===== config.mk =====
export PLATFORM = sky130hd
export DESIGN_NAME = sprd_acc_bank
export DESIGN_NICKNAME = d
export VERILOG_FILES = /design/src/design/sprd_pkg.sv /design/src/design/sprd_acc_bank.sv
export SDC_FILE = /design/constraint.sdc
export NUM_CORES = 2
export LEC_CHECK = 0
export BUFFER_PORTS_ARGS = -buffer_cell sky130_fd_sc_hd__buf_2
export CORE_UTILIZATION = 47
export CTS_CLUSTER_SIZE = 16
export DETAILED_ROUTE_END_ITERATION = 6
export PLACE_DENSITY_LB_ADDON = 0.05
export RECOVER_POWER = 100
export SETUP_SLACK_MARGIN = 0.3
export SYNTH_ARGS = -nofsm -noshare
export SYNTH_HDL_FRONTEND = slang
export SYNTH_SLANG_ARGS = --single-unit

===== constraint.sdc =====
create_clock -name clk -period 4.4 [get_ports clk]
set_input_delay 0.66 -clock clk [delete_from_list [all_inputs] [get_ports clk]]
set_output_delay 0.66 -clock clk [all_outputs]
set_load 0.02 [all_outputs]

===== src/design/sprd_pkg.sv =====
// Shared types, constants and arithmetic helpers for the sparse row accumulator.
package sprd_pkg;

  localparam int K_DEPTH_DEF = 256;
  localparam int N_COLS_DEF  = 64;

  localparam int POS_W  = 8;
  localparam int COL_W  = 6;
  localparam int VAL_W  = 16;
  localparam int PROD_W = 32;
  localparam int SUM_W  = 40;
  localparam int CNT_W  = 7;

  localparam logic [CNT_W-1:0] COLS_RESET = 7'd64;

  typedef enum logic [1:0] {
    KIND_LOAD   = 2'd0,
    KIND_WEIGHT = 2'd1,
    KIND_FINISH = 2'd2
  } kind_t;

  typedef enum logic [1:0] {
    ST_RUN,
    ST_FLUSH,
    ST_DRAIN
  } state_t;

  typedef struct packed {
    logic             sat;
    logic [SUM_W-1:0] sum;
  } acc_word_t;

  typedef struct packed {
    logic             rd_en;
    logic [COL_W-1:0] rd_addr;
    logic             wr_en;
    logic [COL_W-1:0] wr_addr;
    acc_word_t        wr_data;
    logic             clr;
  } acc_ctl_t;

  // Adds a product to an accumulator and clamps to the 40-bit range.
  // Returns the overflow flag above the clamped sum.
  function automatic logic [SUM_W:0] sat_add(input logic [SUM_W-1:0] acc,
                                             input logic [PROD_W-1:0] prod);
    logic [SUM_W:0] wide;
    logic [SUM_W:0] res;
    wide = {acc[SUM_W-1], acc} + {{(SUM_W+1-PROD_W){prod[PROD_W-1]}}, prod};
    if (wide[SUM_W] != wide[SUM_W-1]) begin
      if (wide[SUM_W]) begin
        res = {1'b1, 1'b1, {(SUM_W-1){1'b0}}};
      end else begin
        res = {1'b1, 1'b0, {(SUM_W-1){1'b1}}};
      end
    end else begin
      res = {1'b0, wide[SUM_W-1:0]};
    end
    return res;
  endfunction

endpackage


===== src/design/sprd_acc_bank.sv =====
// Column accumulator memory with per-entry valid bits; an invalid entry reads as zero.
module sprd_acc_bank #(
  parameter int N_COLS = sprd_pkg::N_COLS_DEF
) (
  input  logic                clk,
  input  logic                rst_n,
  input  sprd_pkg::acc_ctl_t  ctl,
  output sprd_pkg::acc_word_t rd_word
);

  localparam int CW = (N_COLS > 1) ? $clog2(N_COLS) : 1;

  sprd_pkg::acc_word_t mem [N_COLS];
  sprd_pkg::acc_word_t rd_data_r;
  logic [N_COLS-1:0]   valid_r;
  logic                rd_valid_r;
  logic [CW-1:0]       wa;
  logic [CW-1:0]       ra;

  assign wa = ctl.wr_addr[CW-1:0];
  assign ra = ctl.rd_addr[CW-1:0];

  always_ff @(posedge clk) begin
    if (ctl.wr_en) begin
      mem[wa] <= ctl.wr_data;
    end
    if (ctl.rd_en) begin
      rd_data_r <= mem[ra];
    end
  end

  // Clearing the valid bits empties every accumulator at once.
  always_ff @(posedge clk) begin
    if (!rst_n) begin
      valid_r    <= '0;
      rd_valid_r <= 1'b0;
    end else begin
      if (ctl.clr) begin
        valid_r <= '0;
      end else if (ctl.wr_en) begin
        valid_r[wa] <= 1'b1;
      end
      if (ctl.rd_en) begin
        rd_valid_r <= valid_r[ra];
      end
    end
  end

  assign rd_word = rd_valid_r ? rd_data_r : '0;

endmodule

==> summary.txt <==
Finish
  – Final instance area: approximately 0.12 mm²
  – Fillcell total: 16,400
  – Sequential Area: 0.0813 mm²
  – Final Non-Filler Cells: between 7,000 and 8,000
  – Post-Route Utilization: a little over half
  – Area growth syn-to-layout: 13.7%
  – Commonest non-fill, non-tap cell in the layout: edfxtp_1
  – Number of nets in the layout: about 4,600
  – Share of layout cells above drive strength 1: ~31%
  – Multi-input logic area: ~0.021 mm²
  – Most frequent cells in the layout: 2,665 x edfxtp_1, 851 x mux4_2, 310 x clkbuf_16, 192 x clkbuf_1, 66 x mux2i_1

Critical path
  – Critical Path AT: ~4.3 ns
  – Reg2reg setup slack: 2.16 ns
  – Critical R2R Launch: mem[23][40]$_DFFE_PP_
  – Crit path buf inv count: 2
  – WP data required: slightly below 5 ns
  – Critical path's slowest cell: clkbuf_1
  – Largest delay contributor family on the critical path: buffers and inverters
  – CP endpoint kind: flop
  – R2R depth: 5
  – CP Cell Sequence: clkbuf_1 -> nor2b_1 -> nand3_1 -> nor2_4 -> clkbuf_1
  – Critical Path Fanout Max: 23
  – Max incr delay on CP: 2.16 ns
  – R2R Path End: rd_data_r[40]$_DFFE_PP_
  – WS Path Type: in -> reg
  – Top cell by count, worst path: clkbuf_1
  – CP startpoint kind: input port

Place
  – DP Wirelength: roughly 160 mm
  – Total placed cells including tap cells: roughly 7,100
  – Routability cong.: slightly below 0.8
  – DP Area: 0.110 mm²
  – Pre-CTS setup slack: 0.804 ns
  – I/O Buffers: 98

Power
  – Worst vdd ir: between 400 and 500 µV
  – Overall power: 54.8 mW
  – Cell Pwr Density: 465 mW/mm²
  – Leakage Power: 36.5 nW

Logic synthesis
  – Post-Synth Adder-Cell Area: 0%
  – Multiplexer share of the synthesized area: approximately a fifth
  – Compound-Gate Fraction of Synth Area: 0.584%
  – Flops & latches, synth: approximately 2,700
  – Distinct cell type count after synthesis: 35
  – Post-Synth Simple-Gate Area: less than 1%
  – Seq/Total Area, Yosys: 78.5%
  – Post-Syn Instances: about 4,100
  – Synth Net Count: ~4,200
  – Yosys warning count: 0
  – Synthesized cell area: between 0.1 and 0.15 mm²
  – Mean Syn Cell Area: about 25 µm²
  – Xor and xnor fraction of the mapped netlist area: 0%
  – Largest family of logic cells by synthesized area: multiplexers

Routing
  – Vias/cell: 6.40
  – Via count: between 40,000 and 50,000
  – Routed WL: slightly below 300 mm
  – DRT Pass-1 Iters: 5
  – Detailed-route DRC error count: 0
  – Antenna Violating Nets Remaining: 0
  – Routed WL per cell: 39.4 µm
  – Initial detailed-routing violation count: between 5,000 and 6,000

Clock network
  – Longest Clk Path Bufs: 4
  – Worst skew pair latency: roughly 0.95 ns
  – Clock Sinks: 2,730
  – Num CTS Buffers: 300
  – Clk slew on worst S/H paths: approximately 0.05 ns
  – Root Buffer: clkbuf_16
  – Post_cts resized: 0
  – H-tree depth: 5
  – CTS tree: yes

Min path
  – Hold Startpoint: ctl[54]
  – Hold Crit Class: in -> reg
  – Hold endpoint: rd_data_r[33]$_DFFE_PP_
  – Hold path depth: 2

Die
  – # IOs: 99
  – Die H: about 470 µm
  – Chip Width: about 470 µm
  – Core Box Area: 0.218 mm²
  – DIE AREA: between 0.2 and 0.25 mm²
  – Starting density of the core: 47.5%
  – Row count: ~170

STA
  – Unrepaired setup endpoints after global routing: false
  – Tightest Pin Transition: between 3 and 4 ns
  – Final setup vio count: 0
  – Worst rel slew slack: -138%
  – Fin Setup TNS: 0 ns
  – Slew Limit Fails: between 5,000 and 6,000
  – WHS: 0.432 ns
  – Max Clock Freq: approximately 0.26 GHz
  – Tcrit/Tclk final: ~86%
  – Layout Skew: about 0.041 ns
  – Fin. Hold Viols: 0
  – Final setup margin: between 0.5 and 0.6 ns
  – Post-layout minimum cycle time: around 3.8 ns

Run
  – Max cap viols: 148

Status
  – Outcome: complete, but fails checks
  – Failing checks: max-capacitance violations, max-slew violations

Global route
  – Largest net degree at the start of global routing: slightly below 70
  – Initial antenna violation count: 33
  – Tot GR Track Use: 27.1%
  – Remaining global-route overflow: 0
  – First-pass GRT wire length: 409 mm
  – Vias in the first global route: ~50,000
worst reg2reg max path: stages, from the launching register on:
cell and delay [ns]:
edfxtp_1 0.35, mux4_2 0.48, mux4_2 0.47, nor2b_1 0.14, a211oi_1 0.43, a21oi_1 0.10
report_power, final:
group          switching (mW)  leakage (nW)  internal, mW  total, mW
combinational            1.37          7.60          1.04       2.42
sequential              0.138          24.5          28.8       29.0
clock                    9.82          4.40          13.6       23.4
total                    11.3          36.5          43.5       54.8
sequential cells by signal (all words and copies together) (netlist names):
signal / count
rd_data_r: 41
rd_valid_r: 1
mem: 2624
valid_r: 64
cell families after synthesis:
kind of cell / after synthesis
and+or+nand+nor: 153
AOI/OAI and AO/OA: 82
DFF: 2730
buffers and inverters: 218
muxes: 921
how the worst max path moves through the flow:
stage | slack (ns) | start | cells past startpoint | end
detailed placement | 0.80 | ctl[49] | 7 | rd_data_r[33]$_DFFE_PP_
global placement | 0.78 | ctl[49] | 8 | rd_data_r[39]$_DFFE_PP_
global route | 0.61 | ctl[48] | 5 | mem[1][26]$_DFFE_PP_
floorplan | 0.89 | ctl[47] | 4 | mem[0][0]$_DFFE_PP_
CTS | 1.14 | rd_valid_r$_SDFFE_PN0P_ | 2 | rd_word[28]
finish | 0.59 | ctl[44] | 5 | mem[22][20]$_DFFE_PP_
synth_stat cells:
| master | count | area share, % |
|---|---|---|
| mux2i_1 | 66 | 0.64 |
| and2_1 | 41 | 0.25 |
| buf_4 | 26 | 0.19 |
| dfxtp_1 | 65 | 1.3 |
| mux2_2 | 4 | 0.043 |
| a31oi_1 | 1 | 0.0060 |
| a41o_1 | 1 | 0.0097 |
| and3_1 | 2 | 0.012 |
| nand2_1 | 7 | 0.025 |
| clkbuf_1 | 108 | 0.39 |
| nand3_1 | 10 | 0.048 |
| buf_6 | 4 | 0.043 |
| o311ai_0 | 2 | 0.017 |
| nor3_1 | 4 | 0.019 |
| nand2b_1 | 7 | 0.042 |
| nand3b_1 | 1 | 0.0072 |
| mux4_2 | 851 | 18 |
| buf_1 | 13 | 0.047 |
| and3b_1 | 3 | 0.025 |
| o211ai_1 | 1 | 0.0072 |
| or2_2 | 2 | 0.012 |
| edfxtp_1 | 2665 | 77 |
| o31ai_1 | 2 | 0.014 |
| or3_1 | 1 | 0.0060 |
| o21a_1 | 64 | 0.46 |
| o21ai_0 | 2 | 0.0097 |
| a21oi_1 | 5 | 0.024 |
| nor2b_1 | 9 | 0.054 |
| a22o_1 | 2 | 0.017 |
| clkbuf_4 | 1 | 0.0072 |
| buf_2 | 66 | 0.32 |
| nand4_1 | 3 | 0.018 |
| nor2_1 | 63 | 0.23 |
| a211oi_1 | 1 | 0.0072 |
| o2111ai_1 | 1 | 0.0085 |
what timing repair did:
item,4_1_cts,5_1_grt
setup buffers,0,0
hold endpoints to repair,1,0
hold buffers,1,0
final cells by class:
cell class | count | share of cell area [%]
antenna | 8 | 0.0170
clock buffer | 373 | 6.83
clock inverter | 125 | 0.768
multi-input combinational | 1156 | 18.2
sequential | 2730 | 69.1
tap | 2854 | 3.03
timing repair buffer | 327 | 2.08
per-layer routing:
metal	share of wire (%)	vias to the layer above	GRT usage (%)
li1	-	18700	-
met1	43	27400	39.7
met2	48	1857	42.7
met3	6.6	449	4.23
met4	2.6	10	7.39
met5	0.021	-	0
No activity file was read; power rests on OpenSTA's default activity.
